### config.mk
export PLATFORM = sky130hd
export DESIGN_NAME = phbl_queue
export DESIGN_NICKNAME = d
export VERILOG_FILES = /design/src/rtl/phbl_queue.sv
export SDC_FILE = /design/constraint.sdc
export NUM_CORES = 1
export LEC_CHECK = 0
export BUFFER_PORTS_ARGS = -buffer_cell sky130_fd_sc_hd__clkbuf_2
export CAP_MARGIN = 20
export CORE_ASPECT_RATIO = 0.75
export CORE_UTILIZATION = 48
export CTS_BUF_LIST = sky130_fd_sc_hd__clkbuf_8
export CTS_CLUSTER_SIZE = 20
export DETAILED_ROUTE_END_ITERATION = 10
export PLACE_DENSITY = 0.77
export SLEW_MARGIN = 30
export SYNTH_ARGS = -nofsm -noshare
export SYNTH_HDL_FRONTEND = slang
export SYNTH_SLANG_ARGS = --single-unit
### constraint.sdc
create_clock -name clk -period 4.56 [get_ports clk]
set_clock_uncertainty 0.2 [all_clocks]
set_input_delay 0.456 -clock clk [delete_from_list [all_inputs] [get_ports clk]]
set_output_delay 0.456 -clock clk [all_outputs]
set_load 0.02 [all_outputs]
### src/rtl/phbl_queue.sv
`default_nettype none
module phbl_queue #(
  parameter int WIDTH = 48
) (
  input  wire logic             clk,
  input  wire logic             rst,
  input  wire logic             push,
  input  wire logic [WIDTH-1:0] push_data,
  input  wire logic             pop,
  output logic      [WIDTH-1:0] pop_data,
  output logic                  full,
  output logic                  empty
);

  // Two-entry FIFO.
  logic [WIDTH-1:0] slot [2];
  logic             wr_ptr;
  logic             rd_ptr;
  logic [1:0]       count;

  assign full     = (count == 2'd2);
  assign empty    = (count == 2'd0);
  assign pop_data = slot[rd_ptr];

  always_ff @(posedge clk) begin
    if (rst) begin
      wr_ptr <= 1'b0;
      rd_ptr <= 1'b0;
      count  <= 2'd0;
    end else begin
      if (push) begin
        slot[wr_ptr] <= push_data;
        wr_ptr       <= ~wr_ptr;
      end
      if (pop) begin
        rd_ptr <= ~rd_ptr;
      end
      if (push && !pop) begin
        count <= count + 2'd1;
      end else if (pop && !push) begin
        count <= count - 2'd1;
      end
    end
  end

endmodule
`default_nettype wire

# [After elaboration in Yosys (flattened, before gate mapping)]
# Memory sizes are Yosys's and may differ from the RTL's. A register that Yosys moved wholly into a read port is not among the register bits.
# Index checks and enable logic that the tools add are counted.
[word_totals] elab_cells=22 ram_bits=96 mem_count=1 reg_bits=4 output_inout_bits=50
[memory_table] name="slot" words=2 word_bits=48 read_ports=1 rd_ports_with_merged_regs=1 write_ports=1 line="16" rtl="logic [WIDTH-1:0] slot [2];"
[classes] n_addsub=2 mux=7 bitwise_logic=2 n_eq_ne=1 n_reduce_logical=6
[ops] operator="1-bit two-way mux" count=5
[ops] operator="2-bit two-way mux" count=2
[ops] operator="2-bit by 1-bit adder with 2-bit output (second input constant)" count=1
[ops] operator="2-bit equality test (second input constant)" count=1
[ops] operator="1-bit logical AND" count=2
[ops] operator="1-bit zero test" count=2
[ops] operator="2-bit zero test" count=1
[ops] operator="1-bit NOT" count=2
[ops] operator="2-bit nonzero test" count=1
[ops] operator="2-bit by 1-bit subtractor with 2-bit output (second input constant)" count=1

# [Logic depth before layout (Yosys ltp)]
# Gate-level depths: netlist of run 1.
[depth] depth_word=4 ltp_mapped=5 mapped_depth_nobuf=5

# [Worst setup path before layout of run 1]
# No wires, ideal clock.
[synth_timing] path_kind="input to register" from="in rst" to="mem slot[0][0] (enable)" t_required_ns=3.837 arrival_ns=3.972 setup_time_ns=0.523 cell_stages=1 slack_ns=-0.134 path_cell_list="nor3b_1"
[synth_via] elab_chain_cells=2
[synth_rtl] element="start: declaration" line="6" rtl="input wire logic rst,"
[synth_rtl] element="1-bit two-way mux" line="26" rtl="if (rst) begin"
[synth_rtl] element="1-bit two-way mux (implied by the code)" line="32" rtl="slot[wr_ptr] <= push_data;"
[synth_rtl] element="end: declaration" line="16"
# Every way passes these cells.

==> results of run 1 <==
-- stage by stage --
step / instances / power [W] / hold slack (ns) / instance area (sq um)
floorplan: 171 / 0.00123 / 0.261 / 3680
global placement: 369 / 0.00131 / 0.291 / 4300
detailed placement: 370 / 0.00131 / 0.300 / 4320
CTS: 385 / 0.00189 / 0.0632 / 4520
global route: 385 / 0.00194 / 0.0536 / 4520
finish: 385 / 0.00187 / 0.0788 / 4520
-- path summary, 6_finish.rpt --
kind,slack (ns),from,cells after the start,endpoint
hold reg to reg,0.31,count[1],2,count[1]
setup reg to reg,2.82,wr_ptr,1,slot[1][41]
setup / recovery,2.18,flip-flop,2,pop_data[10]
hold / removal,0.08,push_data[13],1,slot[1][13]
-- cells by family after synthesis --
kind of cell,Yosys count,synth area share
DFF,101,0.812
muxes,48,0.147
and+or+nand+nor,9,0.0136
buffers and inverters,6,0.0119
xor gates and xnor gates,4,0.00954
AOI/OAI and AO/OA,2,0.00272
adders and majority gates,1,0.00340
-- layout make-up --
cell class / instances / share of cell area
Clock inverter: 6 / 0.0177
Sequential cell: 101 / 0.661
Multi-Input combinational cell: 64 / 0.147
Tap cell: 101 / 0.0280
Clock buffer: 9 / 0.0274
Timing Repair Buffer: 103 / 0.119
Inverter: 1 / 0.000830
-- state kept, by name (all words and copies together) (netlist names), named ones only --
name / flops
slot: 96
count: 2
rd_ptr: 1
wr_ptr: 1
-- worst max-delay path, stage by stage, from the launching register on --
cell and delay, ns:
dfxtp_4 0.77, mux2_2 0.43, clkbuf_2 0.16
-- power groups by stage --
| stage | clock network (W) | logic [W] | registers [W] |
|---|---|---|---|
| CTS | 0.000593 | 0.000210 | 0.00108 |
| detailed placement | 0 | 0.000209 | 0.00111 |
| global route | 0.000625 | 0.000222 | 0.00109 |
| finish | 0.000578 | 0.000207 | 0.00108 |
| global placement | 0 | 0.000206 | 0.00110 |
| floorplan | 0 | 0.000146 | 0.00109 |
-- metal layers --
metal | vias up | global-route usage | share of wire | wire [microns]
met1 | 922 | 0.190 | 0.45 | 2580
met2 | 88 | 0.211 | 0.45 | 2590
li1 | 883 | - | - | -
met4 | 0 | 0.0507 | 0.013 | 74
met3 | 7 | 0.0721 | 0.087 | 501
met5 | - | 0 | 0 | 0
-- synthesized netlist by cell type --
master / number / area, sq um
buf_6: 2 / 22.5
inv_1: 1 / 3.75
edfxtp_1: 96 / 2880
ha_1: 1 / 12.5
o21ai_0: 1 / 5.00
nor2_1: 5 / 18.8
xor2_1: 2 / 17.5
buf_2: 2 / 10.0
nor3b_1: 1 / 7.51
dfxtp_1: 5 / 100
mux2_2: 48 / 541
or3_1: 1 / 6.26
and2b_2: 1 / 8.76
and3b_1: 1 / 8.76
xnor2_1: 2 / 17.5
buf_4: 1 / 7.51
a21oi_1: 1 / 5.00
==> flow_metrics.py, run 1 <==
metrics = {
    "outcome": {
        "status": "finished, final reports clean",
    },
    "floorplan": {
        "std_cell_rows": 27,
        "die_w_microns": 103,
        "start_util": 0.499,
        "core-area_sq_um": 7360,
        "die-height_microns": 77.8,
        "io_pins": 102,
        "die_area_sq_um": 8010,
    },
    "timing": {
        "fin_ws_ns": 2.18,
        "fin_setup_tns_ns": 0,
        "fin_crit_ns": 2.38,
        "slew_violations": 0,
        "hold_viol": 0,
        "slew_headroom": 0.481,
        "finalCritPeriodShare": 0.523,
        "grt_setup_unrepaired": "no",
        "tightest_slew_ns": 0.778,
        "setup_viol": 0,
        "max_freq_mhz": 419,
    },
    "yosys": {
        "synthCells": 171,
        "netlist_area_sq_um": 3670,
        "ys_ff_latch": 101,
        "yosysSeqAreaShare": 0.812,
        "avgSynthCellArea_sq_um": 21.5,
        "ys_warn_count": 0,
        "synth_fp_nets": 224,
        "synth_cell_types": 17,
    },
    "finish": {
        "layout_common_cells": "clkbuf_2 (101), edfxtp_1 (96), mux2_2 (48), clkbuf_8 (9), nor2_1 (5)",
        "ff_latch_area_sq_um": 2990,
        "finish.utilization": 0.614,
        "area_growth_pct": 23.0,
        "num_antenna_cells": 0,
        "multi_input_area_sq_um": 663,
        "layout_commonest_cell": "clkbuf_2",
        "fillerInstances": 587,
        "drive_gt1_frac": 0.592,
        "fin_nets": 333,
    },
    "routing": {
        "detail-route-antenna-nets": 0,
        "drt-initial-drc-count": 57,
        "wl_per_cell_microns": 14.9,
        "wl_mm": 5.74,
        "viasPerCell": 4.94,
        "drt_first_pass_iters": 4,
        "vias": 1900,
        "drc_errors": 0,
    },
    "clock_network": {
        "cts_sinks": 101,
        "numCtsBuffers": 9,
        "holdBufCountCts": 0,
        "postCtsSetupBuffers": 0,
        "clk_latency_ns": 0.35,
        "cts_tree": "yes",
        "path_clk_slew_ns": 0.09,
        "cts_root_buf": "clkbuf_8",
        "cts_htree_levels": 3,
        "cts_buffer_depth": 2,
        "post_cts_resized": 0,
    },
    "setup_path": {
        "cp_max_fo": 48,
        "start_kind": "flip-flop",
        "worstSetupPathType": "flip-flop to output port",
        "worstPathRequired_ns": 3.90,
        "arrival_ns": 1.73,
        "end_kind": "output port",
    },
    "pwr": {
        "peakVddDrop_mv": 0.277,
        "p_sw_w": 0.000418,
        "netSwitchingFraction": 0.223,
        "leakage_nw": 1.70,
        "pwr-share-seq": 0.580,
        "p_int_w": 0.00145,
        "p_per_area_nw_per_um2": 413,
        "clkPwrFrac": 0.309,
        "power_frac_comb": 0.111,
    },
    "grt": {
        "grt.overflow.total": 0,
        "antenna_found_initial": 0,
        "grt_pass1_vias": 1767,
        "grt_max_degree": 49,
        "grt_pass1_wl_mm": 8.36,
        "grt_usage": 0.146,
    },
    "place": {
        "dp_slack_ns": 2.49,
        "numPortBuffers": 101,
        "gp_congestion": 0.676,
        "dp.final_hpwl_mm": 3.63,
    },
    "job": {
        "maxCapViolations": 0,
    },
    "hold_path": {
        "hold_class": "input port to flip-flop",
    },
}
No activity file was read; power rests on OpenSTA's default activity.
==> inputs of run 2 (changes only) <==
- clock period: 4.56 -> 1.9 ns (I/O delays scaled with it)
==> run 2 against run 1 <==
Sequential power grew 140%. First-iteration DRC count shrank 18%. Count of clock-buffer cells in the layout is the same. Cell area grew 12%. Die area is the same. Power grew 140%. Combinational power grew to 3.2 times the previous value. Final cell count grew 15%. Flip-flop and latch count is the same. Worst setup slack lost 2.1 ns. Critical path depth grew 1. Critical path type unchanged. Largest power group unchanged.
==> flow_metrics.py, run 2 (synthesized netlist as in run 1, its figures left out) <==
metrics = {
    "clock_network": {
        "path_clk_slew_ns": 0.08,
        "cts_buffer_depth": 2,
        "cts_sinks": 101,
        "cts_root_buf": "clkbuf_8",
        "cts_htree_levels": 3,
        "numCtsBuffers": 9,
        "clk_latency_ns": 0.35,
        "cts_tree": "yes",
        "postCtsSetupBuffers": 0,
    },
    "place": {
        "gp_congestion": 0.700,
        "dp.final_hpwl_mm": 3.92,
        "dp.cells": 374,
        "dpl_cell_area_sq_um": 4350,
        "dp_slack_ns": 0.400,
        "numPortBuffers": 101,
    },
    "grt": {
        "grt_pass1_wl_mm": 9.82,
        "grt_pass1_vias": 2230,
        "grt_usage": 0.170,
        "grt_max_degree": 37,
        "antenna_found_initial": 0,
        "grt.overflow.total": 0,
    },
    "job": {
        "maxCapViolations": 0,
    },
    "finish": {
        "largest_reg_flops": 96,
        "fillerInstances": 521,
        "num_antenna_cells": 0,
        "reg.largest.list": "slot: 96 flops, count: 2 flops",
        "drive_gt1_frac": 0.518,
        "multi_input_area_sq_um": 664,
        "fin_nets": 390,
        "fin_cells": 443,
        "regMostFlops": "slot",
        "layout_common_cells": "clkbuf_2 (98), edfxtp_1 (96), dlygate4sd3_1 (51), mux2_2 (47), clkbuf_8 (9)",
        "layout_commonest_cell": "clkbuf_2",
        "area_growth_pct": 38.4,
        "fin_area_sq_um": 5080,
        "ff_latch_area_sq_um": 2990,
    },
    "floorplan": {
        "core-area_sq_um": 7360,
        "std_cell_rows": 27,
        "die-height_microns": 77.8,
        "start_util": 0.499,
        "die_w_microns": 103,
        "io_pins": 102,
        "die_area_sq_um": 8010,
    },
    "routing": {
        "drc_errors": 0,
        "detail-route-antenna-nets": 0,
        "wl_mm": 6.83,
        "vias": 2087,
        "wl_per_cell_microns": 15.4,
        "drt_first_pass_iters": 5,
        "viasPerCell": 4.71,
        "drt-initial-drc-count": 47,
    },
    "timing": {
        "slew_headroom": 0.749,
        "setup_viol": 0,
        "grt_setup_unrepaired": "yes",
        "max_freq_mhz": 540,
        "fin_setup_tns_ns": 0,
        "hold_viol": 0,
        "fin_crit_ns": 1.85,
        "finalCritPeriodShare": 0.974,
        "slew_violations": 0,
        "fin_ws_ns": 0.0488,
        "tightest_slew_ns": 0.376,
    },
    "hold_path": {
        "hold_class": "flip-flop to flip-flop",
    },
    "pwr": {
        "leakage_nw": 1.94,
        "peakVddDrop_mv": 0.523,
        "p_per_area_nw_per_um2": 866,
    },
    "setup_path": {
        "worstPathRequired_ns": 1.51,
        "end_kind": "output port",
        "arrival_ns": 1.46,
        "worstSetupPathType": "flip-flop to output port",
        "cp_max_fo": 18,
        "start_kind": "flip-flop",
    },
    "outcome": {
        "status": "finished, final reports clean",
    },
}
run 2: cell types whose count changed in the layout (fill, tap and decap cells not counted), moves of 2 or more:
cell and delta:
bufinv_16 -2, inv_6 +3, buf_4 +5, clkbuf_2 -3
dlygate4sd3_1 +51
run 2: metrics by stage:
stage,utilization,hold WS (ns),power [W]
floorplan,-,0.0550,0.00296
global placement,0.591,0.178,0.00316
detailed placement,0.591,0.183,0.00317
CTS,0.683,0.318,0.00442
global route,0.690,0.338,0.00459
finish,0.690,0.315,0.00441
run 2: final timing paths:
kind	startpoint	end	slack [ns]	depth (start not counted)
setup / recovery	flip-flop	pop_data[28]	0.05	3
hold / removal	count[1]	count[1]	0.32	2
setup reg to reg	wr_ptr	slot[0][36]	0.45	2
hold reg to reg	count[1]	count[1]	0.32	2
run 2: area by class of cell:
class / count / share of cell area
Clock buffer: 9 / 0.0244
Clock inverter: 7 / 0.00935
Inverter: 1 / 0.000738
Multi-Input combinational cell: 64 / 0.131
Sequential cell: 101 / 0.588
Tap cell: 101 / 0.0249
Timing Repair Buffer: 160 / 0.222
run 2: power by group:
| group | leakage [nW] | internal, W | total (W) | switching [W] |
|---|---|---|---|---|
| registers | 0.924 | 0.00254 | 0.00257 | 0.0000336 |
| logic | 0.932 | 0.000320 | 0.000659 | 0.000339 |
| clock network | 0.0878 | 0.000480 | 0.00118 | 0.000695 |
run 2: critical path, stage by stage (launching register included):
cell and delay [ns]:
dfxtp_4 0.41, buf_12 0.18, mux2_2 0.36, clkbuf_2 0.16
run 2: what timing repair did:
action / 4_1_cts / 5_1_grt
setup endpoints to repair: 0 / 37
gates resized for setup: 0 / 8
hold endpoints to repair: 101 / 0
hold buffers: 51 / 0
run 2: routing by layer:
| metal | part of all wire | up-vias | track usage |
|---|---|---|---|
| met3 | 0.064 | 10 | 0.0550 |
| met2 | 0.51 | 80 | 0.308 |
| met4 | 0.013 | 0 | 0.0634 |
| met5 | 0 | - | 0 |
| li1 | - | 1001 | - |
| met1 | 0.41 | 996 | 0.183 |
