File: config.mk
export PLATFORM = sky130hd
export DESIGN_NAME = phbl_front
export DESIGN_NICKNAME = d
export VERILOG_FILES = /design/src/rtl/phbl_pkg.sv /design/src/rtl/phbl_front.sv
export SDC_FILE = /design/constraint.sdc
export NUM_CORES = 1
export LEC_CHECK = 0
export BUFFER_PORTS_ARGS = -buffer_cell sky130_fd_sc_hd__buf_2
export CORE_ASPECT_RATIO = 0.75
export CORE_MARGIN = 4
export CORE_UTILIZATION = 50
export CTS_BUF_LIST = sky130_fd_sc_hd__clkbuf_8 sky130_fd_sc_hd__clkbuf_16
export DETAILED_ROUTE_END_ITERATION = 8
export GPL_TIMING_DRIVEN = 0
export PLACE_DENSITY = 0.78
export SLEW_MARGIN = 20
export SYNTH_ARGS = -nofsm -noshare
export SYNTH_HDL_FRONTEND = slang
export SYNTH_SLANG_ARGS = --single-unit
File: constraint.sdc
create_clock -name clk -period 7.3 [get_ports clk]
set_input_delay 0.365 -clock clk [delete_from_list [all_inputs] [get_ports clk]]
set_output_delay 0.365 -clock clk [all_outputs]
set_load 0.005 [all_outputs]
File: src/rtl/phbl_pkg.sv
`default_nettype none
package phbl_pkg;

  localparam int HASH_W = 37;
  localparam int CH_W   = 7;   // base 128 = 2^CH_W, so one doubling per byte bit

  localparam logic [HASH_W-1:0] HASH_MOD = 37'd99999999977;

  typedef enum logic [1:0] {
    KIND_LOAD = 2'd0,
    KIND_BYTE = 2'd1,
    KIND_END  = 2'd2
  } kind_t;

  // Reduce a value below 3 * HASH_MOD into 0 .. HASH_MOD-1.
  function automatic logic [HASH_W-1:0] mod_red3(input logic [HASH_W+1:0] x);
    logic [HASH_W+1:0] p1;
    logic [HASH_W+1:0] p2;
    logic [HASH_W+1:0] r;
    p1 = {2'b00, HASH_MOD};
    p2 = {1'b0, HASH_MOD, 1'b0};
    if (x >= p2) begin
      r = x - p2;
    end else if (x >= p1) begin
      r = x - p1;
    end else begin
      r = x;
    end
    return r[HASH_W-1:0];
  endfunction

endpackage
`default_nettype wire

File: src/rtl/phbl_front.sv
`default_nettype none
module phbl_front #(
  parameter int TABLE_DEPTH = 1024,
  parameter int AW = (TABLE_DEPTH > 1) ? $clog2(TABLE_DEPTH) : 1,
  parameter int FW = $clog2(TABLE_DEPTH + 1)
) (
  input  wire logic                          clk,
  input  wire logic                          rst,
  input  wire logic                          start,
  input  wire logic [1:0]                    kind,
  input  wire logic [phbl_pkg::CH_W-1:0]     byte_value,
  input  wire logic [phbl_pkg::HASH_W-1:0]   entry_hash,
  output logic                               busy,
  input  wire logic                          q_full,
  output logic                               q_push,
  output logic      [phbl_pkg::HASH_W-1:0]   q_hash,
  output logic      [FW-1:0]                 q_count,
  output logic                               tw_en,
  output logic      [AW-1:0]                 tw_addr,
  output logic      [phbl_pkg::HASH_W-1:0]   tw_data
);
  import phbl_pkg::*;

  typedef enum logic [1:0] {S_IDLE, S_STEP, S_FIN} state_t;

  state_t            state;
  logic [HASH_W-1:0] run_hash;
  logic [HASH_W-1:0] run_power;
  logic [HASH_W-1:0] term;
  logic [HASH_W-1:0] pw;
  logic [CH_W-1:0]   ch;
  logic [2:0]        step;
  logic [FW-1:0]     fill;

  logic              accept;
  logic              table_full;
  logic [HASH_W-1:0] term_next;
  logic [HASH_W-1:0] pw_next;
  logic [HASH_W-1:0] sum_next;

  assign busy       = (state != S_IDLE) || q_full;
  assign accept     = start && !busy;
  assign table_full = (fill == FW'(TABLE_DEPTH));

  assign tw_en   = accept && (kind_t'(kind) == KIND_LOAD) && !table_full;
  assign tw_addr = fill[AW-1:0];
  assign tw_data = entry_hash;

  // End of string hands the finished hash and the current fill to the back end.
  assign q_push  = accept && (kind_t'(kind) == KIND_END);
  assign q_hash  = run_hash;
  assign q_count = fill;

  // Shift-add modular multiply, byte MSB first; power doubles alongside.
  assign term_next = mod_red3({1'b0, term, 1'b0} + (ch[CH_W-1] ? {2'b00, run_power} : '0));
  assign pw_next   = mod_red3({1'b0, pw, 1'b0});
  assign sum_next  = mod_red3({2'b00, run_hash} + {2'b00, term});

  always_ff @(posedge clk) begin
    if (rst) begin
      state     <= S_IDLE;
      run_hash  <= '0;
      run_power <= HASH_W'(1);
      fill      <= '0;
    end else begin
      unique case (state)
        S_IDLE: begin
          if (accept) begin
            unique case (kind_t'(kind))
              KIND_LOAD: begin
                if (!table_full) begin
                  fill <= fill + FW'(1);
                end
              end
              KIND_BYTE: begin
                ch    <= byte_value;
                term  <= '0;
                pw    <= run_power;
                step  <= '0;
                state <= S_STEP;
              end
              KIND_END: begin
                run_hash  <= '0;
                run_power <= HASH_W'(1);
              end
              default: ;
            endcase
          end
        end
        S_STEP: begin
          term <= term_next;
          pw   <= pw_next;
          ch   <= {ch[CH_W-2:0], 1'b0};
          step <= step + 3'd1;
          if (step == 3'(CH_W - 1)) begin
            state <= S_FIN;
          end
        end
        S_FIN: begin
          run_hash  <= sum_next;
          run_power <= pw;
          state     <= S_IDLE;
        end
        default: state <= S_IDLE;
      endcase
    end
  end

endmodule
`default_nettype wire

Word-level counts from Yosys, hierarchy flattened:

Cells that the tools add are included.

* output and inout bits: 98
* register bits after elaboration: 171

* reduce and logical (&&, ||, !) cells: 16
* multiplexer cells: 29
* add/sub/neg operators: 10
* equal/unequal tests: 10
* order comparisons: 6
* bitwise gates (word level): 2

Operators with widths (count)
* 37-bit 2-to-1 mux: 15
* 37-bit one-hot mux with 2 select lines: 4
* 37-bit by 36-bit subtractor with 37-bit output, second input constant: 3
* 37-bit subtractor, second input constant: 3
* 38-bit by 37-bit >= comparator with 1-bit output, second input constant: 2
* 38-bit >= comparator, second input constant: 2
* 38-bit by 37-bit adder with 39-bit output: 1
* 39-bit by 37-bit >= comparator with 1-bit output, second input constant: 1
* 39-bit by 38-bit >= comparator with 1-bit output, second input constant: 1
* 37-bit by 37-bit adder with 38-bit output: 1
* 7-bit 2-to-1 mux: 2
* 7-bit one-hot mux with 2 select lines: 1
* 11-bit by 1-bit adder with 11-bit output, second input constant: 1
* 11-bit == test, second input constant: 1
* 4-bit AND reduction: 2
* 2-bit 2-to-1 mux: 3
* 3-bit 2-to-1 mux: 2
* 2-bit inequality test, second input constant: 3
* 3-bit one-hot mux with 2 select lines: 1
* 3-bit AND reduction: 2
* 2-bit nonzero test: 3
* 2-bit by 1-bit == test with 1-bit output, second input constant: 2
* 2-bit == test, second input constant: 2
* 1-bit logical AND: 4
* 8 further kinds: 11

Longest topological paths before layout:

* word-level depth: 6
* gate-level depth with buffers: 22
* mapped depth without buffers: 18

Least setup slack after synthesis:

OpenSTA, ideal clock, no wires.

* kind: reg2reg
* start point: register state[1]
* end point: register ch[0], enable pin
* slack: 0.080 ns
* cell stages (with the launch flop): 6
* clock period less this slack: 7.220 ns
* setup time: 0.629 ns
* buffers on the path: 0
* data arrival time: 6.591 ns
* path through: dfxtp_1 nor3_1 nand2_1 nor2_1 a21oi_1 nor3_1

* longest elaborated chain between the ends: 6
* elaborated cells on any way between the ends: 10
* classes of those cells: eq/ne (3); reduce/logical (7)

RTL lines
* from (decl): line phbl_front.sv:26 `state_t state;`
* from (signal assigned): line phbl_front.sv:61 `state <= S_IDLE;`
* from (signal assigned): line phbl_front.sv:80 `state <= S_STEP;`
* from (signal assigned): line phbl_front.sv:96 `state <= S_FIN;`
* 2-bit nonzero test: line phbl_front.sv:41 `assign busy = (state != S_IDLE) || q_full;`
* 1-bit logical OR: line phbl_front.sv:41
* 1-bit zero test: line phbl_front.sv:42 `assign accept = start && !busy;`
* 1-bit logical AND: line phbl_front.sv:42
* 2-bit inequality test (no source line)
* 4-bit AND reduction (no source line) (*)
* to (signal assigned): line phbl_front.sv:76 `ch <= byte_value;`
* to (signal assigned): line phbl_front.sv:93 `ch <= {ch[CH_W-2:0], 1'b0};`
* to (decl): line phbl_front.sv:31 `logic [CH_W-1:0] ch;`

Mark *: on every way between the ends. The rest lies on a longest branch, timed or not.
A chain may end at the register's enable or synchronous reset.

Final worst setup path:

* start point: register ch[6]
* end point: register term[8], data pin

* longest elaborated chain between the ends: 6
* elaborated cells on any way between the ends: 9
* classes of those cells: add/sub (3); order compare (2); mux (4)

RTL lines
* 37-bit 2-to-1 mux (*): line phbl_front.sv:55 `assign term_next = mod_red3({1'b0, term, 1'b0} + (ch[CH_W-1] ? {2'b00, run_power} : '0));`
* 38-bit by 37-bit adder with 39-bit output (*): line phbl_front.sv:55
* 37-bit subtractor or 39-bit by 37-bit >= comparator with 1-bit output (tied branches): line phbl_pkg.sv:25, phbl_pkg.sv:24
* 37-bit 2-to-1 mux: line phbl_pkg.sv:24 `end else if (x >= p1) begin`
* 37-bit 2-to-1 mux (*): line phbl_pkg.sv:22 `if (x >= p2) begin`
* 37-bit one-hot mux with 2 select lines (*): line phbl_front.sv:66 `unique case (state)`
* to (signal assigned): line phbl_front.sv:91 `term <= term_next;`
* to (decl): line phbl_front.sv:29 `logic [HASH_W-1:0] term;`

Marks and branches as above.

==> impl_metrics.ini <==
[clocking]
clk_latency_ps = 470
clockBufferDepth = 2
cts-root-buf = clkbuf_16
cts_setup_buffers = 0
htreeDepth = 4
clk_pin_slew_ps = 80
cts_sinks = 171
hold_buffers = 0
cts.repair.resized = 0
numCtsBuffers = 17
cts_tree = yes

[die]
die-area_mm2 = 0.0365
core_mm2 = 0.0327
ios = 148
row_count = 57
die_w_um = 219
die_height_um = 166
initial_core_util_pct = 51.1

[global_route]
grt_pass1_wl_mm = 91.9
grt_antenna_before_repair = 1
overflow = 0
grt_util_all_layers_pct = 31.7
grt_pass1_vias = 16300
grt_max_degree = 21

[timing]
fin_crit_sh_pct = 90.6
fmax_mhz = 151
finalHoldViolations = 0
max-slew-margin-rel_pct = 31.1
setup_slack_ps = 685
slew_viol_final = 0
fin_hold_ws_ps = 167
rsz0062_at_grt = false
setup_violations = 0
finalWorstPathRequiredPeriod_ps = 6620
skew_ps = 14.9
tightest_slew_ps = 1030

[worst_setup_path]
r2r_cells = 21
cp_common_cell = buf_2
crit_path_start_kind = register
worstPathMaxFanout = 10
cp-end-kind = register
cp_slowest_cell = a311oi_1
required_ps = 7500
worstPathCellList = clkbuf_1 > clkbuf_1 > and2_1 > ha_1 > buf_2 > a21oi_1 > a21boi_0 > a311oi_1 > a21boi_1 > xnor2_1 > nand4_1 > or4_1 > nor4_1 > o21ai_1 > o21a_2 > nand2_1 > buf_2 > buf_2 > a2bb2oi_1 > o21ai_0 > o31ai_1
path_class = reg -> reg
cp_slowest_stage_delay_ps = 690
critPathArrivalTime_ps = 6810

[detailed_routing]
vias = 17800
dr.pass1.iters = 7
vias_per_cell = 6.39
drt_iter0_markers = 2384
post_drt_wl_per_cell_um = 21.5
drtAntennaViolNets = 0
drcViolationCount = 0
routed_wl_mm = 60.2

[synthesis]
ys_seq_elements = 171
synth_cells = 2198
ys_seq_area_share_pct = 25.5
synth_edf_count = 84
yosysWarnings = 0
avgSynthCellArea_um2 = 7.62
netlist_area_mm2 = 0.0167
synth_cell_types = 105
synth_nets = 2339
ys_async_sr_fraction_pct = 0
ys.flop_type = dfxtp_1

[power]
power_leakage_nw = 7.25
powerDensity_mw_per_mm2 = 120
ir_drop_mv = 0.147

[placed_design]
portBuffers = 110
dpl.cell_count = 2761
dpl.hpwl_mm = 47.9
place_ws_ps = 1010
gp_congestion = 1.02

[layout]
num-fill-cells = 3055
syn_to_final_growth_pct = 10.8
num-nets-final = 2479
post_route_cells_drive_above_1_share_pct = 12.5
diodes = 0
register_area_mm2 = 0.00426
final_cells = 2793
multi_input_area_mm2 = 0.0114

[status]
status = complete, no violations

[flow_run]
max_cap_viol_count = 0

[worst_hold_path]
hold_path.class = in -> reg
hold-path-cell-count = 3
## layout by cell type (no fill, tap or decap), types with 17 or more instances in the layout
master | synthesis | final
o21bai_1 | 19 | 19
edfxtp_1 | 84 | 84
o21ai_0 | 142 | 142
buf_4 | 50 | 58
and2_1 | 60 | 60
nand3_1 | 83 | 83
clkbuf_1 | 91 | 91
nor2_1 | 160 | 160
or3_1 | 26 | 26
inv_1 | 49 | 49
a21o_1 | 28 | 28
and3_1 | 25 | 25
buf_2 | 25 | 135
nand4_1 | 35 | 35
clkbuf_16 | 0 | 17
a211oi_1 | 29 | 29
o21ai_1 | 48 | 48
nor3_1 | 48 | 46
xor2_1 | 52 | 52
a31oi_1 | 30 | 30
dfxtp_1 | 87 | 87
mux2i_1 | 18 | 18
nand2b_1 | 28 | 28
xnor2_1 | 88 | 88
o211ai_1 | 21 | 21
a21oi_1 | 207 | 207
ha_1 | 89 | 89
nand2_1 | 282 | 282
## routing by layer
layer	track usage, %	part of all wire (%)	up-vias	wire (µm)
li1	-	-	8315	-
met1	47.2	45	8427	26800
met2	43.7	40	995	24100
met3	10.6	13	97	7740
met4	8.27	2.6	2	1540
met5	0	0.022	-	13
## logic make-up (layout without fill, tap and decap cells)
| group | Yosys count | count (layout) | synth area share [%] |
|---|---|---|---|
| adder cells (fa/ha/maj) | 91 | 91 | 6.89 |
| multiplexers | 21 | 21 | 1.28 |
| AND/OR/NAND/NOR | 836 | 836 | 24.4 |
| buffers and inverters | 220 | 373 | 6.38 |
| AO/OA/AOI/OAI | 715 | 715 | 27.8 |
| flip-flops | 171 | 171 | 25.5 |
| XOR/XNOR | 144 | 144 | 7.71 |
## sequential cells by signal, indices dropped and copies added (netlist names)
register	flops
q_count	11
q_hash	37
step	3
run_power	37
term	37
ch	7
state	2
pw	37
## final timing paths
path              slack [ps]                      end                    start
hold reg to reg          480  q_hash[35]$_SDFFE_PP0P_  q_hash[35]$_SDFFE_PP0P_
hold / removal           170          ch[2]$_DFFE_PP_            byte_value[2]
setup reg to reg         680    term[8]$_SDFFCE_PN0P_          ch[6]$_DFFE_PP_
setup / recovery         680    term[8]$_SDFFCE_PN0P_          ch[6]$_DFFE_PP_
## area by class of cell
cell class              count  area share [%]
multi-input cells        1807            61.5
well taps                 442            2.98
clock inverters            15           0.978
plain buffers             171            4.76
repair buffers            121            3.47
inverters                  49           0.991
clock buffers              17            2.29
flip-flops and latches    171            23.0
## power breakdown
| part | internal [mW] | total (mW) | switching [mW] |
|---|---|---|---|
| clock network | 0.467 | 0.957 | 0.490 |
| registers | 1.01 | 1.02 | 0.0100 |
| logic | 0.0911 | 0.249 | 0.158 |
## metrics by stage
step           total power [mW]  setup TNS, ps  utilization [%]  area [µm²]
6_report                   2.23              0             56.7       18600
5_1_grt                    2.30              0             56.7       18600
4_1_cts                    2.23              0             56.7       18600
3_5_place_dp               1.28              0             54.8       17900
3_3_place_gp               1.28        -282010             54.5       17800
2_1_floorplan              1.21              0                -       16700
## cells in the mapped netlist (35+ instances only)
library cell,count,area [µm²]
nand2_1,282,1060
a21oi_1,207,1040
nor2_1,160,601
o21ai_0,142,711
clkbuf_1,91,342
ha_1,89,1110
xnor2_1,88,771
dfxtp_1,87,1740
edfxtp_1,84,2520
nand3_1,83,415
and2_1,60,375
xor2_1,52,455
buf_4,50,375
inv_1,49,184
nor3_1,48,240
o21ai_1,48,240
nand4_1,35,219
## critical path, delay by kind of cell, from the launching register on
kind,cells,cell delay [ps]
flip-flops,1,320
AND/OR/NAND/NOR,5,1500
AO/OA/AOI/OAI,9,2260
buffers and inverters,5,1680
XOR/XNOR,1,330
adder cells (fa/ha/maj),1,240
Power figures use the tool's default switching activity.
