`src/rtl/phbl_pkg.sv`:
```
`default_nettype none
package phbl_pkg;

  localparam int HASH_W = 37;
  localparam int CH_W   = 7;   // base 128 = 2^CH_W, so one doubling per byte bit

  localparam logic [HASH_W-1:0] HASH_MOD = 37'd99999999977;

  typedef enum logic [1:0] {
    KIND_LOAD = 2'd0,
    KIND_BYTE = 2'd1,
    KIND_END  = 2'd2
  } kind_t;

  // Reduce a value below 3 * HASH_MOD into 0 .. HASH_MOD-1.
  function automatic logic [HASH_W-1:0] mod_red3(input logic [HASH_W+1:0] x);
    logic [HASH_W+1:0] p1;
    logic [HASH_W+1:0] p2;
    logic [HASH_W+1:0] r;
    p1 = {2'b00, HASH_MOD};
    p2 = {1'b0, HASH_MOD, 1'b0};
    if (x >= p2) begin
      r = x - p2;
    end else if (x >= p1) begin
      r = x - p1;
    end else begin
      r = x;
    end
    return r[HASH_W-1:0];
  endfunction

endpackage
`default_nettype wire

```
`src/rtl/phbl_back.sv`:
```
`default_nettype none
module phbl_back #(
  parameter int TABLE_DEPTH = 1024,
  parameter int AW = (TABLE_DEPTH > 1) ? $clog2(TABLE_DEPTH) : 1,
  parameter int FW = $clog2(TABLE_DEPTH + 1)
) (
  input  wire logic                        clk,
  input  wire logic                        rst,
  input  wire logic                        q_empty,
  output logic                             q_pop,
  input  wire logic [phbl_pkg::HASH_W-1:0] q_hash,
  input  wire logic [FW-1:0]               q_count,
  output logic                             rd_en,
  output logic      [AW-1:0]               rd_addr,
  input  wire logic [phbl_pkg::HASH_W-1:0] rd_data,
  output logic                             done,
  output logic      [phbl_pkg::HASH_W-1:0] hash_value,
  output logic                             is_blocked
);
  import phbl_pkg::*;

  typedef enum logic {S_IDLE, S_SCAN} state_t;

  state_t            state;
  logic [HASH_W-1:0] key;
  logic [FW-1:0]     cnt;
  logic [FW-1:0]     rd_idx;
  logic              pending;
  logic              found;

  assign q_pop   = (state == S_IDLE) && !q_empty;
  assign rd_en   = (state == S_SCAN) && (rd_idx != cnt);
  assign rd_addr = rd_idx[AW-1:0];

  always_ff @(posedge clk) begin
    if (rst) begin
      state   <= S_IDLE;
      pending <= 1'b0;
      done    <= 1'b0;
    end else begin
      unique case (state)
        S_IDLE: begin
          done <= 1'b0;
          if (q_pop) begin
            key     <= q_hash;
            cnt     <= q_count;
            rd_idx  <= '0;
            found   <= 1'b0;
            pending <= 1'b0;
            state   <= S_SCAN;
          end
        end
        S_SCAN: begin
          // Read one entry a cycle, compare it the cycle after.
          if (rd_en) begin
            rd_idx <= rd_idx + FW'(1);
          end
          pending <= rd_en;
          if (pending && (rd_data == key)) begin
            found <= 1'b1;
          end
          done <= !rd_en && !pending;
          if (!rd_en && !pending) begin
            hash_value <= key;
            is_blocked <= found;
            state      <= S_IDLE;
          end
        end
        default: begin
          done  <= 1'b0;
          state <= S_IDLE;
        end
      endcase
    end
  end

endmodule
`default_nettype wire

```
`config.mk`:
```
export PLATFORM = sky130hd
export DESIGN_NAME = phbl_back
export DESIGN_NICKNAME = d
export VERILOG_FILES = /design/src/rtl/phbl_pkg.sv /design/src/rtl/phbl_back.sv
export SDC_FILE = /design/constraint.sdc
export NUM_CORES = 1
export LEC_CHECK = 0
export BUFFER_PORTS_ARGS = -buffer_cell sky130_fd_sc_hd__buf_2
export CORE_MARGIN = 2
export CORE_UTILIZATION = 44
export CTS_BUF_LIST = sky130_fd_sc_hd__clkbuf_8 sky130_fd_sc_hd__clkbuf_16
export DETAILED_ROUTE_END_ITERATION = 12
export PLACE_DENSITY = 0.75
export SYNTH_ARGS = -nofsm -noshare
export SYNTH_HDL_FRONTEND = slang
export SYNTH_SLANG_ARGS = --single-unit
```
`constraint.sdc`:
```
create_clock -name clk -period 5.2 [get_ports clk]
set_clock_uncertainty 0.15 [all_clocks]
set_input_delay 0.52 -clock clk [delete_from_list [all_inputs] [get_ports clk]]
set_output_delay 0.52 -clock clk [all_outputs]
set_load 0.02 [all_outputs]
```
**Yosys cells after proc, flatten, opt, wreduce, memory -nomap -nowiden**

Index checks and enable logic that the tools add are counted.

- Add/subtract/negate cells: 1
- Equality and inequality tests: 5
- Multiplexer cells: 11
- Bitwise logic cells: 2
- Reductions and logical operators: 11

Operators by type and width:

| cell | number |
|---|---|
| $eq A37 B37 Y1 | 1 |
| $mux W11 | 2 |
| $pmux W11 S2 | 1 |
| $reduce_and A3 Y1 | 4 |
| $add A11 B1 Y11 const B | 1 |
| $ne A11 B11 Y1 | 1 |
| $pmux W1 S2 | 4 |
| $logic_and A1 B1 Y1 | 4 |
| $mux W1 | 4 |
| $ne A2 B2 Y1 const B | 2 |
| $logic_not A1 Y1 | 3 |
| $ne A2 B1 Y1 const B | 1 |
| $not A1 Y1 | 2 |

- Register bits after elaboration: 101
- Input bits: 88
- Output and inout bits: 51
- Logic and storage cells: 39

**Longest topological paths before layout**

Gate-level depths: netlist of run 1.

- Depth after elaboration: 6
- Mapped depth: 6
- Depth with buffers taken out: 6

**Least setup slack after synthesis of run 1**

No wires, ideal clock.

- Kind: reg2reg
- Start: register rd_idx[8]
- End: register hash_value[0] in the netlist's numbering, enable pin
- Setup time: 0.528 ns
- Arrival: 4.736 ns
- Data required time: 4.522 ns
- Slack: -0.215 ns
- Stages on the path, launching flop included: 5
- Buffers on the path: 0
- Period minus slack after synthesis: 5.415 ns
- Cells stage by stage: edfxtp_1 -> xor2_1 -> nor4_2 -> nand3_1 -> nor4_1

- Cells in the longest elaborated chain, start to end: 5

RTL lines:

| item | RTL line | RTL |
|---|---|---|
| start, declared | phbl_back.sv:27 | `logic [FW-1:0] rd_idx;` |
| start signal, assigned | phbl_back.sv:56 | `rd_idx <= rd_idx + FW'(1);` |
| $ne A11 B11 Y1 | phbl_back.sv:32 | `assign rd_en = (state == S_SCAN) && (rd_idx != cnt);` |
| $logic_and A1 B1 Y1 | phbl_back.sv:32 |  |
| $logic_not A1 Y1 | phbl_back.sv:63 | `if (!rd_en && !pending) begin` |
| $logic_and A1 B1 Y1 | phbl_back.sv:63 |  |
| $reduce_and A3 Y1 (no source line) | n/a |  |
| end signal, assigned | phbl_back.sv:64 | `hash_value <= key;` |
| end, declared | phbl_back.sv:17 | `output logic [phbl_pkg::HASH_W-1:0] hash_value,` |

Every way passes these cells.
A chain may end at the register's enable or synchronous reset.

**Worst setup path after layout of run 1**

- Start: register rd_idx[8]
- End: register hash_value[34] in the netlist's numbering, enable pin

Same word-level chain as after synthesis.

==> flow_summary_export.csv, run 1 <==
group,metric,value,unit
yosys,ys_ff_latch,101,
routing,wl_met2,3830,um
sta,worst_pin_slew,592,ps
global_route,grt_max_degree,47,
final_layout,final_util,0.565,
clock_tree,root_buffer,"clkbuf_8",
sta,relSlewSlack,0.605,
yosys,post_synth_inst_count,226,
clock_tree,cts_resized,0,
run,max_cap_violations,0,
yosys,ys_top_cells_by_area,"edfxtp_1 76%, xnor2_1 9.2%, xor2_1 3.4%, buf_4 1.9%, nand4_1 1.8%",
floorplanning,rows,34,
floorplanning,die-height,98.0,um
run_status,status,"finished clean",
yosys,synthDistinctLibCells,23,
global_route,grt_overflow,0,
setup_path,slowest_delay,490,ps
clock_tree,post_cts_buffers,0,
clock_tree,cts_made_buffers,9,
routing,avgRoutedWirePerCell,15.0,um
routing,antenna_left,0,
hold_path,worst_hold_path_type,"input pin to register",
place,portBuffers,138,
floorplanning,die_x,98.0,um
setup_path,path_class,"register to register",
yosys,synth_fp_nets,315,
clock_tree,cts_sinks,101,
final_layout,most-common-layout-cells,"138 x buf_2, 98 x edfxtp_1, 41 x xnor2_1",
sta,setup_tns,0,ps
yosys,syn_avg_cell_area,17.2,um^2
final_layout,syn_to_final_growth,25.5,%
floorplanning,die_area,0.00961,mm^2
sta,setup_violations,0,
setup_path,reg2reg_depth,5,
global_route,track_usage,0.153,
clock_tree,clkTransAtPathRegs,90,ps
yosys,yosys.area_share.simple,0.0723,
yosys,synth_top_family_by_area,"XOR/XNOR gates",
final_layout,final_area,0.00488,mm^2
clock_tree,clockBufferDepth,2,
setup_path,cp.required,5030,ps
final_layout,layout-drive-gt1-share,0.427,
routing,routed_wl,7170,um
final_layout,final_common_cell,"buf_2",
setup_path,slowest_stage,"edfxtp_1",
setup_path,worst_setup_path_end_kind,"register",
floorplanning,ios,139,
floorplanning,coreArea,0.00864,mm^2
power_and_ir_drop,power_leakage,0.00182,uW
routing,vias,2291,
power_and_ir_drop,p_per_area,315,mW/mm^2
hold_path,worstHoldPathCells,1,
clock_tree,cts_tree,"done",
global_route,grt_pass1_wl,11300,um
clock_tree,worstSkewPairLatency,340,ps
routing,first_iter_violations,100,
routing,wl_met3,489,um
clock_tree,holdBufCountCts,0,
global_route,antenna_found_initial,0,
sta,max_freq,408,MHz
yosys,synth_area_leader_cell,"edfxtp_1",
clock_tree,h-tree-depth,3,
floorplanning,start_util,0.451,
global_route,grt_pass1_vias,2405,
place,dpl_cell_area,0.00468,mm^2
sta,timing_hold_violations_final,0,
setup_path,cp.arrival,2280,ps
sta,rsz0062_at_grt,"no",
routing,dr.pass1.iters,4,
place,finalWeightedCongestion,0.824,
yosys,synth_compound_area_frac,0.00547,
place,dp_hpwl,5390,um
yosys,syn_area,0.00389,mm^2
yosys,synthXorXnorAreaFrac,0.126,
routing,drc,0,
setup_path,start_kind,"register",
routing,wl_met1,2740,um
routing,dr.max_layer_used,"met4",
sta,period_share,0.471,
yosys,muxShareOfSynthArea,0,
final_layout,diodes,0,
yosys,synthAdderAreaFrac,0.00322,
yosys,synth_top_area_share,0.756,
power_and_ir_drop,vdd_drop_max,0.000189,V
routing,vias_per_cell,4.79,
yosys,ys_seq_area_frac,0.772,
final_layout,final_nets,456,
sta,drv_slew,0,
setup_path,path_cells,"xor2_1 > nor4_2 > nand3_1 > nor4_4 > buf_4",
setup_path,worstPathMaxFanout,38,
sta,period_needed,2450,ps
yosys,yosys_warnings,0,
[Yosys cell counts]
cell      count
nand4_1      11
edfxtp_1     98
ha_1          1
dfxtp_1       3
nor4_1        5
or3_1         1
nor3_1        6
a21oi_1       2
and3_1        1
clkbuf_1      1
nand3_1       5
nand2_1       4
o21ai_0       1
nor4_2        2
inv_1         1
a31oi_1       1
nor2b_1       1
buf_4        10
nor2_1       13
xnor2_1      41
nand2b_1      1
xor2_1       15
and2_1        2
[power breakdown]
part	leakage (uW)	internal [uW]	switching, uW	total (uW)
Sequential	0.000928	916	18.2	934
Combinational	0.000791	54.4	51.6	106
Clock	0.000103	264	236	500
[stage by stage]
step	hold WS, ps	instances	total power (uW)	worst slack [ps]
global route	169	478	1600	2620
global placement	254	464	1060	2780
detailed placement	257	464	1060	2720
CTS	173	478	1560	2710
finish	198	478	1540	2750
floorplan	250	226	1010	490
[registers in the layout (all words and copies together), names as in the netlist]
name	flops
cnt	11
done	1
found	1
hash_value	37
is_blocked	1
key	37
pending	1
rd_idx	11
state	1
[final timing paths]
path         slack [ps]             end        from
min reg2reg         270      is_blocked       found
max                2750  hash_value[34]   rd_idx[8]
max reg2reg        2750  hash_value[34]   rd_idx[8]
min                 200         key[18]  q_hash[18]
[routing by layer]
| metal | vias to the layer above | global-route usage |
|---|---|---|
| met5 | - | 0 |
| met4 | 0 | 0.0641 |
| met3 | 11 | 0.0429 |
| met2 | 80 | 0.267 |
| met1 | 1095 | 0.179 |
| li1 | 1105 | - |
[cells by family (layout without fill, tap and decap cells)]
group                    count (synthesis)  after routing
adder cells (fa/ha/maj)                  1              1
XOR/XNOR                                56             56
AND/OR/NAND/NOR                         52             52
flip-flops                             101            101
AO/OA/AOI/OAI                            4              4
buffers and inverters                   12            156
[worst max-delay path: cells and delay by family, from the launching register on]
family | cells | cell delay (ps)
xor+xnor | 1 | 210
buf+inv | 1 | 470
flops | 1 | 490
simple gates | 3 | 760
[area by class of cell]
class	count	area [um^2]
fillers	717	3750
flip-flops and latches	101	3000
multi-input cells	113	826
repair buffers	141	713
well taps	108	135
clock buffers	9	124
clock inverters	5	77.6
inverters	1	3.75
Power figures use the tool's default switching activity.
==> run 2: changes to the inputs <==
CORE_UTILIZATION = 49   (was 44)
PLACE_DENSITY = 0.79   (was 0.75)
clock period = 2.55 ns   (was 5.2 ns; I/O delays follow)
==> run 2 against run 1 <==
  * Setup slack lost 2400 ps
  * Count of clock-buffer cells in the layout is the same
  * Clock power grew 110%
  * Non-clock buffer count grew 50
  * Sequential power grew 100%
==> flow_summary_export.csv, run 2 (synthesis gave the netlist of run 1 again) <==
group,metric,value,unit
global_route,antenna_found_initial,1,
final_layout,final_nets,506,
floorplanning,die_area,0.00867,mm^2
clock_tree,root_buffer,"clkbuf_8",
floorplanning,start_util,0.504,
global_route,grt_pass1_vias,2599,
place,finalWeightedCongestion,0.880,
global_route,grt_pass1_wl,12400,um
routing,antenna_left,0,
routing,dr.pass1.iters,4,
global_route,met3_usage,0.0459,
setup_path,worstPathMaxFanout,20,
place,dpl_cell_area,0.00471,mm^2
power_and_ir_drop,vdd_drop_max,0.000343,V
floorplanning,die-height,93.1,um
final_layout,final_common_cell,"buf_2",
final_layout,fin_cells,525,
floorplanning,ios,139,
place,place_inst,460,
setup_path,worst_setup_path_end_kind,"register",
routing,routed_wl,8120,um
setup_path,cp.required,2430,ps
clock_tree,h-tree-depth,3,
run_status,status,"finished clean",
floorplanning,rows,32,
run,max_cap_violations,0,
final_layout,most-common-layout-cells,"138 x buf_2, 98 x edfxtp_1, 48 x dlygate4sd3_1",
sta,drv_slew,0,
routing,drc,0,
routing,first_iter_violations,68,
global_route,track_usage,0.193,
setup_path,start_kind,"register",
final_layout,syn_to_final_growth,38.8,%
sta,worst_pin_slew,491,ps
sta,relSlewSlack,0.672,
sta,max_freq,450,MHz
sta,rsz0062_at_grt,"no",
sta,period_share,0.872,
global_route,grt_overflow,0,
hold_path,worst_hold_path_type,"input pin to register",
sta,fin_hold_ws,78.4,ps
final_layout,layout-drive-gt1-share,0.386,
final_layout,largestRegisters,"hash_value x37, key x37",
clock_tree,cts_tree,"done",
clock_tree,cts_resized,0,
global_route,use_met2,0.341,
clock_tree,cts_sinks,101,
sta,period_needed,2220,ps
setup_path,cp.arrival,2110,ps
global_route,grt.busiest_layer,"met2",
clock_tree,clockBufferDepth,2,
routing,avgRoutedWirePerCell,15.5,um
power_and_ir_drop,power_leakage,0.00204,uW
routing,vias_per_cell,4.66,
final_layout,final_util,0.699,
sta,timing_hold_violations_final,0,
sta,setup_violations,0,
place,dp_hpwl,5590,um
routing,vias,2448,
clock_tree,cts_made_buffers,9,
place,portBuffers,138,
clock_tree,worstSkewPairLatency,350,ps
clock_tree,clkTransAtPathRegs,100,ps
global_route,grt_max_degree,50,
final_layout,final_area,0.00540,mm^2
setup_path,path_class,"register to register",
floorplanning,coreArea,0.00773,mm^2
sta,setup_tns,0,ps
global_route,met1_usage,0.221,
floorplanning,die_x,93.1,um
power_and_ir_drop,p_per_area,596,mW/mm^2
==> run 2: timing repair <==
item,CTS,global route
endpoints found under the hold margin,48,0
hold buffers,48,0
setup endpoints to repair,0,0
setup buffers,0,0
==> run 2: path summary, 6_finish.rpt <==
kind	slack [ps]	depth (start not counted)	start	end
worst min-delay path	80	2	rst	pending
worst min register to register	280	0	found	is_blocked
worst max register to register	330	5	rd_idx[4]	hash_value[17]
worst max-delay path	330	5	rd_idx[4]	hash_value[17]
==> run 2: final cells by class <==
| class | instances | area [um^2] |
|---|---|---|
| sequential | 101 | 3000 |
| fill | 529 | 2330 |
| timing repair buffer | 191 | 1220 |
| multi-input combinational | 113 | 837 |
| tap | 102 | 128 |
| clock buffer | 9 | 124 |
| clock inverter | 7 | 81.3 |
| inverter | 1 | 3.75 |
| antenna | 1 | 2.50 |
==> run 2: metrics by stage <==
step,setup slack (ps),total power (uW)
CTS,300,3240
global route,122,3330
global placement,337,2160
detailed placement,333,2170
floorplan,-374,2060
finish,325,3220
==> run 2: critical path: stages (launching register included) <==
cell	delay [ps]
edfxtp_1	480
xor2_1	210
nor4_2	360
nand3_2	190
nor4_4	190
buf_4	320
==> run 2: power by group <==
group | internal, uW | switching (uW) | leakage (uW) | total [uW]
Combinational | 163 | 124 | 0.00101 | 287
Sequential | 1870 | 35.0 | 0.000928 | 1900
Clock | 470 | 560 | 0.000105 | 1030
==> run 2: per-layer routing <==
metal,wire [um],vias to the layer above
met4,233,0
li1,-,1212
met5,0,-
met3,459,18
met1,3100,1128
met2,4330,90
==> run 3: changes to the inputs <==
==> constraint.sdc (replaced) <==
create_clock -name clk -period 2.55 [get_ports clk]
set_clock_uncertainty 0.15 [all_clocks]
set_input_delay 0.51 -clock clk [delete_from_list [all_inputs] [get_ports clk]]
set_output_delay 0.51 -clock clk [all_outputs]
set_load 0.02 [all_outputs]
==> run 3 against run 2 <==
  * Critical path depth fell by 1
  * Clock power is 11% lower
  * Critical path type is now register to primary output
  * Sequential power barely moved
  * Hold slack improved by 83 ps
  * Count of clock-buffer cells in the layout unchanged
  * Highest routed layer unchanged
  * Critical endpoint is now rd_en
  * Core utilization decreased by 5.8 points
  * Flip-flop and latch count stayed put
  * First-iteration DRC count decreased by 24%
  * Final cell count is 8.0% lower
  * Sequential share of layout area grew 5.1 points
==> flow_summary_export.csv, run 3 (synthesis gave the netlist of run 1 again) <==
group,metric,value,unit
run_status,status,"finished clean",
routing,avgRoutedWirePerCell,14.6,um
clock_tree,clockBufferDepth,2,
routing,vias,2307,
setup_path,reg2reg_to,"hash_value[0]",
final_layout,fillCellCount,596,
global_route,grt_pass1_vias,2334,
setup_path,r2r-start,"rd_idx[8]",
clock_tree,cts_made_buffers,9,
setup_path,reg2reg_depth,5,
clock_tree,worstSkewPairLatency,360,ps
clock_tree,holdBufCountCts,0,
final_layout,layout-drive-gt1-share,0.449,
power_and_ir_drop,power_leakage,0.00186,uW
place,finalWeightedCongestion,0.840,
floorplanning,rows,32,
floorplanning,coreArea,0.00773,mm^2
routing,wl_met2,3420,um
final_layout,fin_cells,483,
place,place_inst,461,
routing,first_iter_violations,52,
floorplanning,die_area,0.00867,mm^2
clock_tree,cts_sinks,101,
power_and_ir_drop,p_per_area,617,mW/mm^2
setup_path,cp.required,1890,ps
hold_path,worst_hold_path_type,"input pin to register",
final_layout,largestRegisters,"hash_value x37, key x37",
sta,fin_hold_ws,161,ps
global_route,antenna_found_initial,0,
sta,timing_hold_violations_final,0,
final_layout,syn_to_final_growth,27.2,%
floorplanning,die_x,93.1,um
sta,drv_slew,0,
sta,period_share,0.954,
power_and_ir_drop,internal_power,2360,uW
clock_tree,root_buffer,"clkbuf_8",
clock_tree,cts_tree,"done",
power_and_ir_drop,swShare,0.228,
setup_path,path_cells,"xor2_1 > nor4_2 > a31oi_1 > buf_2",
final_layout,final_common_cell,"buf_2",
power_and_ir_drop,vdd_drop_max,0.000394,V
hold_path,worstHoldPathCells,1,
global_route,track_usage,0.167,
power_and_ir_drop,power_frac_comb,0.077,
hold_path,holdCritStartpoint,"q_hash[19]",
routing,wl_met1,2830,um
routing,dr.max_layer_used,"met4",
sta,worst_pin_slew,531,ps
routing,vias_per_cell,4.78,
power_and_ir_drop,p_switching,697,uW
sta,setup_violations,0,
clock_tree,h-tree-depth,3,
floorplanning,die-height,93.1,um
setup_path,cp_num_buf_inv,1,
final_layout,most-common-layout-cells,"138 x buf_2, 98 x edfxtp_1, 41 x xnor2_1",
setup_path,cp_top_family,"flip-flops",
setup_path,start_kind,"register",
sta,rsz0062_at_grt,"no",
floorplanning,start_util,0.504,
routing,drc,0,
place,portBuffers,138,
routing,antenna_left,0,
global_route,grt_overflow,0,
setup_path,slowest_stage,"edfxtp_1",
power_and_ir_drop,clkPwrFrac,0.300,
setup_path,slowest_delay,460,ps
routing,dr.pass1.iters,4,
setup_path,worstPathMaxFanout,5,
sta,relSlewSlack,0.645,
final_layout,diodes,0,
final_layout,regArea,0.00300,mm^2
hold_path,hold_end,"key[19]",
global_route,grt_pass1_wl,10600,um
power_and_ir_drop,power.share.sequential,0.622,
routing,routed_wl,7030,um
global_route,grt_max_degree,30,
place,dp_hpwl,5470,um
setup_path,path_class,"register to primary output",
routing,wl_met3,569,um
sta,max_freq,411,MHz
setup_path,cp.arrival,1770,ps
clock_tree,clkTransAtPathRegs,100,ps
final_layout,multi_input_area,842,um^2
final_layout,final_nets,465,
setup_path,ff2ff_setup_slack,370,ps
run,max_cap_violations,0,
setup_path,worst_setup_path_end_kind,"primary output",
sta,period_needed,2430,ps
floorplanning,ios,139,
==> run 3: changes by cell type in the layout (fill, tap and decap cells not counted), sizes merged <==
cell and change:
buf +7, bufinv -1, clkinv +1, diode -1, dlygate4sd3 -48
==> run 3: power by group through the flow <==
stage / Combinational (uW) / Clock, uW / Sequential, uW
after floorplan: 127 / 0 / 1940
after global placement: 224 / 0 / 1940
after detailed placement: 227 / 0 / 1940
after CTS: 228 / 942 / 1900
after global routing: 260 / 998 / 1910
final: 235 / 918 / 1900
==> run 3: how the worst max path moves through the flow <==
stage | startpoint | end | slack, ps | cells after the start
global route | rd_idx[8] | rd_en | 6 | 4
finish | rd_idx[8] | rd_en | 120 | 4
CTS | rd_idx[2] | rd_en | 50 | 4
global placement | rd_idx[2] | hash_value[20] | 340 | 5
floorplan | rd_idx[8] | hash_value[0] | -370 | 4
detailed placement | rd_idx[4] | hash_value[35] | 330 | 5
==> run 3: final cells by class <==
type / count / share of cell area
inverter: 1 / 0.000759
multi-input combinational: 113 / 0.170
clock buffer: 9 / 0.0250
tap: 102 / 0.0258
timing repair buffer: 150 / 0.160
sequential: 101 / 0.607
clock inverter: 7 / 0.0111
==> run 3: per-layer routing <==
metal / track usage / vias up
met5: 0 / -
met4: 0.0858 / 0
met3: 0.0629 / 19
met2: 0.265 / 89
met1: 0.198 / 1071
li1: - / 1128
==> run 3: stage by stage <==
step	setup TNS (ps)	power [uW]	instance area, um^2	setup slack (ps)	utilization
global placement	0	2160	4720	342	0.611
global route	0	3170	4950	5.89	0.640
detailed placement	0	2170	4720	331	0.611
floorplan	-14210	2060	3920	-374	-
finish	0	3050	4950	116	0.640
CTS	0	3070	4900	47.1	0.634
==> run 3: what timing repair did <==
item,4_1_cts,5_1_grt
setup endpoints to repair,0,1
gates resized for setup,0,1
setup buffers,0,6
